### config.mk
export PLATFORM = sky130hd
export DESIGN_NAME = variation_tuple_scalar
export DESIGN_NICKNAME = d
export VERILOG_FILES = /design/src/hdl/vts_pkg.sv /design/src/hdl/vts_axis_decode.sv /design/src/hdl/vts_restoring_div.sv /design/src/hdl/variation_tuple_scalar.sv
export SDC_FILE = /design/constraint.sdc
export NUM_CORES = 1
export LEC_CHECK = 0
export BUFFER_PORTS_ARGS = -buffer_cell sky130_fd_sc_hd__buf_4
export CORE_MARGIN = 3
export CORE_UTILIZATION = 45
export DETAILED_ROUTE_END_ITERATION = 8
export PLACE_DENSITY = 0.71
export RECOVER_POWER = 100
export SYNTH_ARGS = -nofsm -noshare
export SYNTH_HDL_FRONTEND = slang
export SYNTH_HIERARCHICAL = 1
export SYNTH_SLANG_ARGS = --single-unit
export TNS_END_PERCENT = 5
### constraint.sdc
create_clock -name clock -period 9 [get_ports clock]
set_input_delay 0.45 -clock clock [delete_from_list [all_inputs] [get_ports clock]]
set_output_delay 0.45 -clock clock [all_outputs]
set_load 0.02 [all_outputs]
### src/hdl/vts_pkg.sv
// vts_pkg: shared widths, axis factor codes and the decode result struct
// for the variation tuple scalar block. No dependencies.
package vts_pkg;

   // F2Dot14 field width and divider operand width
   localparam int COORD_W = 16;
   localparam int DIV_W   = 16;

   // default number of fraction bits in factors and products
   localparam int FRACTION_BITS_DEF = 16;

   // axis factor kinds
   localparam logic [1:0] FACT_ONE   = 2'd0;
   localparam logic [1:0] FACT_ZERO  = 2'd1;
   localparam logic [1:0] FACT_RATIO = 2'd2;

   // decoded axis: what kind of factor, and divider operands for a ramp
   typedef struct packed {
      logic [1:0]       kind;
      logic [DIV_W-1:0] numer;
      logic [DIV_W-1:0] denom;
   } vts_axis_type;

endpackage

### src/hdl/vts_axis_decode.sv
// vts_axis_decode: classifies one axis (coordinate against start/peak/end)
// and forms the ramp numerator and denominator. Depends on vts_pkg.
module vts_axis_decode import vts_pkg::*; (
   input  logic signed [COORD_W-1:0] coordinate,
   input  logic signed [COORD_W-1:0] region_start,
   input  logic signed [COORD_W-1:0] region_peak,
   input  logic signed [COORD_W-1:0] region_end,
   output vts_axis_type              axis
);

   // signed differences, one bit wider; all needed ones fit 0..32768
   logic signed [COORD_W:0] c_minus_s;
   logic signed [COORD_W:0] p_minus_s;
   logic signed [COORD_W:0] e_minus_c;
   logic signed [COORD_W:0] e_minus_p;

   assign c_minus_s = {coordinate[COORD_W-1], coordinate}
                      - {region_start[COORD_W-1], region_start};
   assign p_minus_s = {region_peak[COORD_W-1], region_peak}
                      - {region_start[COORD_W-1], region_start};
   assign e_minus_c = {region_end[COORD_W-1], region_end}
                      - {coordinate[COORD_W-1], coordinate};
   assign e_minus_p = {region_end[COORD_W-1], region_end}
                      - {region_peak[COORD_W-1], region_peak};

   // factor selection
   always_comb begin
      logic bad_region;
      bad_region = (region_start > region_peak) || (region_peak > region_end)
                   || ((region_start < 0) && (region_end > 0) && (region_peak != 0))
                   || (region_peak == 0);
      axis.kind  = FACT_ONE;
      axis.numer = '0;
      axis.denom = '0;
      if (bad_region) begin
         axis.kind = FACT_ONE;
      end else if ((coordinate < region_start) || (coordinate > region_end)) begin
         axis.kind = FACT_ZERO;
      end else if (coordinate == region_peak) begin
         axis.kind = FACT_ONE;
      end else if (coordinate < region_peak) begin
         if (region_peak != region_start) begin
            axis.kind  = FACT_RATIO;
            axis.numer = c_minus_s[DIV_W-1:0];
            axis.denom = p_minus_s[DIV_W-1:0];
         end
      end else begin
         if (region_end != region_peak) begin
            axis.kind  = FACT_RATIO;
            axis.numer = e_minus_c[DIV_W-1:0];
            axis.denom = e_minus_p[DIV_W-1:0];
         end
      end
   end

endmodule

### src/hdl/vts_restoring_div.sv
// vts_restoring_div: restoring divider, one quotient bit per cycle, for a
// fraction numer/denom with numer < denom. Depends on vts_pkg.
module vts_restoring_div import vts_pkg::*; #(
   parameter int QUO_W = FRACTION_BITS_DEF
) (
   input  logic             clock,
   input  logic             reset,
   input  logic             start,
   input  logic [DIV_W-1:0] numer,
   input  logic [DIV_W-1:0] denom,
   output logic             done,
   output logic [QUO_W-1:0] quotient
);

   localparam int CNT_W = $clog2(QUO_W + 1);

   logic             busy_ff, busy_in;
   logic             done_ff, done_in;
   logic [CNT_W-1:0] cnt_ff,  cnt_in;
   logic [DIV_W-1:0] rem_ff,  rem_in;
   logic [DIV_W-1:0] den_ff,  den_in;
   logic [QUO_W-1:0] quo_ff,  quo_in;

   logic [DIV_W:0] trial;
   logic [DIV_W:0] diff;
   logic           fits;

   // one shift-compare-subtract step
   assign trial = {rem_ff, 1'b0};
   assign diff  = trial - {1'b0, den_ff};
   assign fits  = (trial >= {1'b0, den_ff});

   always_comb begin
      busy_in = busy_ff;
      done_in = 1'b0;
      cnt_in  = cnt_ff;
      rem_in  = rem_ff;
      den_in  = den_ff;
      quo_in  = quo_ff;
      if (start) begin
         busy_in = 1'b1;
         cnt_in  = CNT_W'(QUO_W);
         rem_in  = numer;
         den_in  = denom;
         quo_in  = '0;
      end else if (busy_ff) begin
         rem_in = fits ? diff[DIV_W-1:0] : trial[DIV_W-1:0];
         quo_in = {quo_ff[QUO_W-2:0], fits};
         cnt_in = cnt_ff - CNT_W'(1);
         if (cnt_ff == CNT_W'(1)) begin
            busy_in = 1'b0;
            done_in = 1'b1;
         end
      end
   end

   always_ff @(posedge clock) begin
      if (reset) begin
         busy_ff <= 1'b0;
         done_ff <= 1'b0;
         cnt_ff  <= '0;
      end else begin
         busy_ff <= busy_in;
         done_ff <= done_in;
         cnt_ff  <= cnt_in;
      end
      rem_ff <= rem_in;
      den_ff <= den_in;
      quo_ff <= quo_in;
   end

   assign done     = done_ff;
   assign quotient = quo_ff;

endmodule

### src/hdl/variation_tuple_scalar.sv
// variation_tuple_scalar: top level. Sequencer, running product and its
// multiplier, result register. Uses vts_pkg, vts_axis_decode, vts_restoring_div.
//
//  channel | direction | words                          | handshake
//  req_    | in        | one axis: coordinate, region   | req_valid / req_ready
//  rsp_    | out       | tuple scalar, one per tuple    | rsp_valid / rsp_ready
//
// Each axis word steps through accept, decode, the shared restoring divider,
// multiply and update. Axes whose factor is zero or one skip the divider.
// req_ready is high only while the sequencer is idle. The result sits in an
// output register; a last axis waits in the update step while a previous
// result is still untaken. Synchronous reset sets the running product to one.
module variation_tuple_scalar import vts_pkg::*; #(
   parameter int FRACTION_BITS = FRACTION_BITS_DEF
) (
   input  logic                      clock,
   input  logic                      reset,
   input  logic                      req_valid,
   output logic                      req_ready,
   input  logic signed [COORD_W-1:0] req_coordinate,
   input  logic signed [COORD_W-1:0] req_region_start,
   input  logic signed [COORD_W-1:0] req_region_peak,
   input  logic signed [COORD_W-1:0] req_region_end,
   input  logic                      req_last_axis,
   output logic                      rsp_valid,
   input  logic                      rsp_ready,
   output logic [FRACTION_BITS:0]    rsp_tuple_scalar
);

   localparam int FW = FRACTION_BITS + 1;
   localparam int MW = 2 * FW;
   localparam logic [FW-1:0] ONE_VALUE = {1'b1, {FRACTION_BITS{1'b0}}};

   // sequencer states
   localparam logic [2:0] S_IDLE  = 3'd0;
   localparam logic [2:0] S_CLASS = 3'd1;
   localparam logic [2:0] S_DIV   = 3'd2;
   localparam logic [2:0] S_MUL   = 3'd3;
   localparam logic [2:0] S_UPD   = 3'd4;

   logic [2:0] state_ff, state_in;

   logic signed [COORD_W-1:0] coord_ff, start_ff, peak_ff, end_ff;
   logic                      last_ff;

   logic [FW-1:0] product_ff, product_in;
   logic [FW-1:0] factor_ff,  factor_in;
   logic [MW-1:0] mul_ff;
   logic          rsp_valid_ff, rsp_valid_in;
   logic [FW-1:0] rsp_data_ff,  rsp_data_in;

   vts_axis_type             axis;
   logic                     div_start;
   logic                     div_done;
   logic [FRACTION_BITS-1:0] div_quo;
   logic [FW-1:0]            scaled;
   logic                     rsp_free;

   // axis classification on the captured word
   vts_axis_decode u_decode (
      .coordinate   (coord_ff),
      .region_start (start_ff),
      .region_peak  (peak_ff),
      .region_end   (end_ff),
      .axis         (axis)
   );

   assign div_start = (state_ff == S_CLASS) && (axis.kind == FACT_RATIO);

   // shared divider for the ramp fraction
   vts_restoring_div #(
      .QUO_W (FRACTION_BITS)
   ) u_div (
      .clock    (clock),
      .reset    (reset),
      .start    (div_start),
      .numer    (axis.numer),
      .denom    (axis.denom),
      .done     (div_done),
      .quotient (div_quo)
   );

   assign req_ready = (state_ff == S_IDLE);
   assign rsp_free  = !rsp_valid_ff || rsp_ready;
   // product of two values up to one reaches bit MW-2
   assign scaled    = mul_ff[MW-2:FRACTION_BITS];

   // sequencer and running product
   always_comb begin
      state_in     = state_ff;
      product_in   = product_ff;
      factor_in    = factor_ff;
      rsp_valid_in = rsp_valid_ff && !rsp_ready;
      rsp_data_in  = rsp_data_ff;
      case (state_ff)
         S_IDLE: begin
            if (req_valid) begin
               state_in = S_CLASS;
            end
         end
         S_CLASS: begin
            case (axis.kind)
               FACT_ZERO: begin
                  factor_in = '0;
                  state_in  = S_MUL;
               end
               FACT_RATIO: begin
                  state_in = S_DIV;
               end
               default: begin
                  factor_in = ONE_VALUE;
                  state_in  = S_MUL;
               end
            endcase
         end
         S_DIV: begin
            if (div_done) begin
               factor_in = {1'b0, div_quo};
               state_in  = S_MUL;
            end
         end
         S_MUL: begin
            state_in = S_UPD;
         end
         S_UPD: begin
            if (!last_ff) begin
               product_in = scaled;
               state_in   = S_IDLE;
            end else if (rsp_free) begin
               rsp_valid_in = 1'b1;
               rsp_data_in  = scaled;
               product_in   = ONE_VALUE;
               state_in     = S_IDLE;
            end
         end
         default: begin
            state_in = S_IDLE;
         end
      endcase
   end

   always_ff @(posedge clock) begin
      if (reset) begin
         state_ff     <= S_IDLE;
         product_ff   <= ONE_VALUE;
         rsp_valid_ff <= 1'b0;
      end else begin
         state_ff     <= state_in;
         product_ff   <= product_in;
         rsp_valid_ff <= rsp_valid_in;
      end
      factor_ff   <= factor_in;
      rsp_data_ff <= rsp_data_in;
      mul_ff      <= product_ff * factor_ff;
   end

   // capture the axis word on accept
   always_ff @(posedge clock) begin
      if (req_valid && req_ready) begin
         coord_ff <= req_coordinate;
         start_ff <= req_region_start;
         peak_ff  <= req_region_peak;
         end_ff   <= req_region_end;
         last_ff  <= req_last_axis;
      end
   end

   assign rsp_valid        = rsp_valid_ff;
   assign rsp_tuple_scalar = rsp_data_ff;

   // running product never exceeds one
   a_product_le_one: assert property (@(posedge clock) disable iff (reset)
      product_ff <= ONE_VALUE)
      else $error("running product above one");

   // divider finishes only while the sequencer waits for it
   a_div_done_in_div: assert property (@(posedge clock) disable iff (reset)
      div_done |-> (state_ff == S_DIV))
      else $error("divider done outside divide step");

   // emitting a result restarts the product at one
   a_emit_resets_product: assert property (@(posedge clock) disable iff (reset)
      (state_ff == S_UPD && last_ff && rsp_free) |=>
         (product_ff == ONE_VALUE && rsp_valid_ff))
      else $error("product not reset after result");

endmodule
==> results.py, run 1 <==
metrics = {
    "clock_network": {
        "cts.repair.resized": 0,
        "cts_tree": "yes",
        "clk_latency_ps": 500,
        "root_buffer": "clkbuf_16",
        "cts_buffers": 17,
        "cts_setup_buffers": 0,
        "cts.sink_count": 192,
        "path_clk_slew_ps": 80,
        "htreeDepth": 4,
        "hold_buffers": 0,
        "clockBufferDepth": 2,
    },
    "critical_path": {
        "ff2ff_path_depth": 19,
        "cp_max_fo": 17,
        "critPathLaunch": "factor_ff[7]",
        "criticalPathCategory": "flop to flop",
        "required_ps": 9430,
        "r2r-end": "mul_ff[29]",
        "worstPathArrival_ps": 7610,
        "crit_path_end": "mul_ff[29]",
        "r2r_slack_ps": 1820,
        "rr_startpoint": "factor_ff[7]",
        "cp-start-kind": "flop",
        "cp-end-kind": "flop",
    },
    "layout": {
        "layout-drive-gt1-share_pct": 6.91,
        "final_cell_mix": "inv_1, fa_1, nand2_1",
        "nFillCells": 4162,
        "fin_nets": 2716,
        "num_antenna_cells": 0,
        "area_growth_pct": 7.65,
        "layout_commonest_cell": "inv_1",
    },
    "drt": {
        "wire_per_inst_um": 18.6,
        "first_pass_iters": 6,
        "drt-total-wl_um": 52600,
        "ant_nets": 0,
        "route.detailed.drc": 0,
        "num_vias": 15700,
        "drt_iter0_drc": 1260,
        "via_per_inst": 5.56,
    },
    "floorplan": {
        "die_area_um2": 48500,
        "core-area_um2": 44800,
        "die_x_um": 220,
        "rows": 77,
        "ios": 88,
        "die_h_um": 220,
        "start_util_pct": 46.1,
    },
    "global_route": {
        "grtUsageTotal_pct": 22.9,
        "grt_pass1_vias": 16200,
        "grt_pass1_wl_um": 85700,
        "grt_overflow_total": 0,
        "grt_start_max_net_pins": 66,
        "antenna_found_initial": 0,
    },
    "timing": {
        "post-route-period-util_pct": 79.7,
        "tns_ps": 0,
        "drv_slew": 99,
        "fin_worst_skew_ps": 13.5,
        "tightestPinTransition_ps": 3320,
        "hold_viol_final": 0,
        "rsz0062_at_grt": "false",
        "fmax_mhz": 139,
        "fin_crit_ps": 7180,
        "whs_ps": 142,
        "slew_headroom_pct": -121,
        "setup_viol": 0,
    },
    "status": {
        "status": "complete, but fails checks",
        "violations": "max-capacitance violations, max-slew violations",
    },
    "synthesis": {
        "syn_avg_cell_area_um2": 9.50,
        "ys_seq_area_share_pct": 25.0,
        "yosysTopAreaCell": "fa_1",
        "ys_async_sr_fraction_pct": 0,
        "synth_cell_type_count": 88,
        "synthTopCellsByArea": "fa_1, edfxtp_1, ha_1",
        "yosys_warnings": 6,
        "synth-seq-cells": 192,
        "syn-instance-count": 2172,
        "synth_edf_count": 131,
        "synth_top_area_share_pct": 21.9,
        "syn_nets": 2671,
        "netlist_area_um2": 20600,
        "synth_flop_cell": "edfxtp_1",
    },
    "pwr": {
        "cellLeakagePower_uw": 0.0100,
        "powerDensity_nw_per_um2": 144,
        "vdd_drop_max_mv": 0.162,
    },
    "flow_run": {
        "drv_cap": 2,
    },
    "placement": {
        "dp_hpwl_um": 41500,
        "place.gp.congestion": 0.942,
        "io_buffer_count": 87,
    },
    "min_path": {
        "min_path_type": "input port to flop",
    },
}
## through the flow
step / worst slack (ps) / util [%] / instance area (um2) / instances / total power, uW
after CTS: 2550 / 50.0 / 22400 / 2822 / 3230
after floorplan: 2690 / - / 20600 / 2172 / 2110
after detailed placement: 2590 / 48.7 / 21800 / 2790 / 2450
after global routing: 1480 / 49.6 / 22200 / 2822 / 3420
after global placement: 2660 / 48.7 / 21800 / 2790 / 2420
final: 1820 / 49.6 / 22200 / 2822 / 3210
## how the worst min path moves through the flow
stage                           endpoint                from  slack (ps)  cells past startpoint
detailed placement   rsp_tuple_scalar[1]          mul_ff[17]         440                      0
CTS                           peak_ff[6]  req_region_peak[6]          80                      1
floorplan            rsp_tuple_scalar[0]          mul_ff[16]         410                      0
global placement    rsp_tuple_scalar[14]          mul_ff[30]         450                      0
global route                 coord_ff[6]   req_coordinate[6]         110                      1
finish                       coord_ff[6]   req_coordinate[6]         140                      1
## worst max-delay path, stage by stage, from the launching register on
cell       delay [ps]
edfxtp_1          690
and2_0            310
fa_1              530
inv_1              50
fa_1              500
fa_1              530
inv_1              50
fa_1              460
fa_1              540
inv_1              60
fa_1              530
inv_1              40
ha_1              310
a21oi_1           380
o211ai_2          140
a2111oi_0         730
a211oi_1          390
or3_2             530
a21oi_2           180
xnor2_1           120
## power breakdown
| part | total [uW] | switching [uW] | internal (uW) | leakage (uW) |
|---|---|---|---|---|
| Combinational | 1210 | 724 | 488 | 0.00802 |
| Sequential | 1230 | 154 | 1080 | 0.00173 |
| Clock | 764 | 391 | 373 | 0.000291 |
| Total | 3210 | 1270 | 1940 | 0.0100 |
## cells in the mapped netlist, types with 14 or more instances
cell	n
nor3_1	32
ha_1	204
xnor2_1	54
a22oi_1	33
dfxtp_1	61
nand2_1	217
nand4_1	14
o21ai_0	61
fa_1	226
nor2_1	125
nand3_1	22
a21oi_1	82
a21o_1	20
xor2_1	22
inv_1	356
clkbuf_1	60
mux2i_1	17
o21a_1	22
nand2b_1	25
edfxtp_1	131
and2_1	151
## registers in the layout (all words and copies together) (netlist names)
register / flops
last_ff: 1
coord_ff: 16
peak_ff: 16
state_ff: 3
end_ff: 16
u_div/done: 1
rsp_tuple_scalar: 17
u_div/cnt_ff: 5
rsp_valid: 1
u_div/rem_ff: 16
u_div/busy_ff: 1
factor_ff: 17
u_div/quotient: 16
mul_ff: 17
u_div/den_ff: 16
product_ff: 17
start_ff: 16
## metal layers
layer	GRT usage, %	wire length (um)
met1	29.9	22500
met2	36.5	24400
met4	10.3	2070
met3	5.03	3750
met5	0	0
## cell families (layout without fill, tap and decap cells)
group	count (synthesis)	count (layout)	synth area share, %
and+or+nand+nor	667	667	16.1
buffers and inverters	430	488	8.10
xor gates and xnor gates	76	76	3.22
DFF	192	192	25.0
AOI/OAI and AO/OA	358	358	12.4
adders and majority gates	430	430	34.3
muxes	19	19	0.933
## layout make-up
class / instances / area (um2) / area share, %
repair buffers: 100 / 661 / 2.97
flip-flops and latches: 192 / 5150 / 23.2
multi-input cells: 1550 / 13700 / 61.8
clock inverters: 14 / 160 / 0.721
well taps: 592 / 741 / 3.33
inverters: 356 / 1340 / 6.01
clock buffers: 18 / 430 / 1.94
Power figures use the tool's default switching activity.
==> inputs of run 2 (changes only) <==
Clock period 9 ns to 7.3 ns, I/O delays scaled along.
==> run 2 against run 1 <==
Compared with the run above:
- the flow still finishes with violations (max-capacitance violations, max-slew violations)
- total power up 24%
- critical path depth shrank 1
- combinational power increased by 24%
- clock-buffer cell count is 2 higher
- sequential share of layout area fell by 0.055 points
- final area rose by 0.24%
- worst setup slack got worse by 1200 ps
- non-clock buffer count grew 2
- flip-flop and latch count unchanged
- clock power grew 28%
- sequential power up 23%
- critical path type unchanged
==> results.py, run 2 (synthesis results as in run 1) <==
metrics = {
    "placement": {
        "place.gp.congestion": 0.945,
        "post-place-ws_ps": 914,
        "io_buffer_count": 87,
        "dp_hpwl_um": 42100,
        "dp.cells": 2792,
    },
    "layout": {
        "area_growth_pct": 7.90,
        "num_antenna_cells": 0,
        "final_cell_mix": "inv_1, fa_1, nand2_1",
        "final_cells": 2824,
        "fin_nets": 2718,
        "layout-drive-gt1-share_pct": 6.94,
        "layout_commonest_cell": "inv_1",
        "final_util_pct": 49.7,
        "regArea_um2": 5150,
        "multi_input_area_um2": 13700,
        "nFillCells": 4142,
    },
    "timing": {
        "fmax_mhz": 149,
        "tightestPinTransition_ps": 3330,
        "rsz0062_at_grt": "false",
        "fin_ws_ps": 593,
        "slew_headroom_pct": -122,
        "fin_worst_skew_ps": 13.0,
        "setup_viol": 0,
        "post-route-period-util_pct": 91.9,
        "hold_viol_final": 0,
        "fin_crit_ps": 6710,
        "tns_ps": 0,
        "drv_slew": 99,
    },
    "status": {
        "violations": "max-capacitance violations, max-slew violations",
        "status": "complete, but fails checks",
    },
    "critical_path": {
        "crit_family": "adder cells",
        "cp_max_fo": 18,
        "crit_path_top_delay_cell": "dfxtp_1",
        "worstPathArrival_ps": 7110,
        "required_ps": 7700,
        "criticalPathCategory": "flop to flop",
        "cp.buffers_inverters": 3,
        "cp-end-kind": "flop",
        "critPathLaunch": "product_ff[5]",
        "r2r_slack_ps": 590,
        "critPathMostFrequentCell": "fa_1",
        "cp_cell_sequence": "nand2_1 -> fa_1 -> inv_1 -> fa_1 -> fa_1 -> fa_1 -> fa_1 -> inv_1 -> fa_1 -> inv_1 -> ha_1 -> a21oi_1 -> o211ai_1 -> a2111oi_4 -> a211oi_1 -> or3_2 -> a21oi_2 -> xnor2_1",
        "cp-start-kind": "flop",
        "max_stage_delay_ps": 840,
        "rr_startpoint": "product_ff[5]",
    },
    "clock_network": {
        "hold_buffers": 0,
        "cts.repair.resized": 0,
        "path_clk_slew_ps": 70,
        "cts.sink_count": 192,
        "cts_tree": "yes",
        "root_buffer": "clkbuf_16",
        "clk_latency_ps": 490,
        "clockBufferDepth": 2,
        "cts_setup_buffers": 0,
        "cts_buffers": 17,
        "htreeDepth": 4,
    },
    "floorplan": {
        "die_x_um": 220,
        "core-area_um2": 44800,
        "rows": 77,
        "die_area_um2": 48500,
        "die_h_um": 220,
        "start_util_pct": 46.1,
        "ios": 88,
    },
    "flow_run": {
        "drv_cap": 2,
    },
    "drt": {
        "route.detailed.drc": 0,
        "ant_nets": 0,
        "drt-total-wl_um": 52600,
        "via_per_inst": 5.53,
        "wire_per_inst_um": 18.6,
        "num_vias": 15600,
        "drt_iter0_drc": 1179,
        "first_pass_iters": 6,
    },
    "global_route": {
        "grtUsageTotal_pct": 22.8,
        "grt_pass1_wl_um": 85500,
        "grt_pass1_vias": 16200,
        "grt_start_max_net_pins": 66,
        "grt_overflow_total": 0,
        "antenna_found_initial": 0,
    },
    "pwr": {
        "vdd_drop_max_mv": 0.216,
        "p_total_uw": 3990,
        "powerDensity_nw_per_um2": 179,
        "cellLeakagePower_uw": 0.0101,
    },
    "min_path": {
        "worstHoldStart": "req_region_peak[10]",
        "min_path_type": "input port to flop",
    },
}
-- run 2: cell types whose count changed in the layout (fill, tap and decap cells not counted), moves of 2 or more --
cell       previous run  this run
clkbuf_16            17        20
clkinv_4              3         0
buf_4                11        13
inv_6                 2         4
-- run 2: path summary, 6_finish.rpt --
| kind | end | cells after the start |
|---|---|---|
| setup reg to reg | mul_ff[29] | 18 |
| setup / recovery | mul_ff[29] | 18 |
| hold reg to reg | rsp_tuple_scalar[6] | 0 |
| hold / removal | peak_ff[10] | 1 |
-- run 2: cell type report --
class	count	area share, %
sequential	192	23.1
tap	592	3.33
clock inverter	12	0.573
multi-input combinational	1550	61.7
inverter	356	6.00
clock buffer	20	2.25
timing repair buffer	102	3.03
-- run 2: per-layer routing --
layer | GRT usage [%] | share of wire (%)
met5 | 0 | 0
met2 | 36.7 | 46
met3 | 4.78 | 6.4
met1 | 30.2 | 44
met4 | 8.93 | 3.7
-- run 2: report_power, final --
group / internal, uW / total, uW / switching, uW
clock network: 515 / 981 / 466
registers: 1330 / 1510 / 179
logic: 602 / 1500 / 899
-- run 2: worst reg2reg max path, delay by kind of cell, from the launching register on --
| family | cells | cell delay, ps |
|---|---|---|
| fa+ha+maj | 7 | 3500 |
| compound gates | 5 | 1320 |
| flops | 1 | 840 |
| simple gates | 2 | 690 |
| buf+inv | 3 | 150 |
| xor+xnor | 1 | 140 |
-- run 2: stage by stage --
step                      hold WS [ps]  cell area [um2]
after detailed placement           428            21800
after floorplan                    409            20600
after global placement             424            21800
final                             75.1            22300
after global routing              39.3            22300
after CTS                         10.8            22500
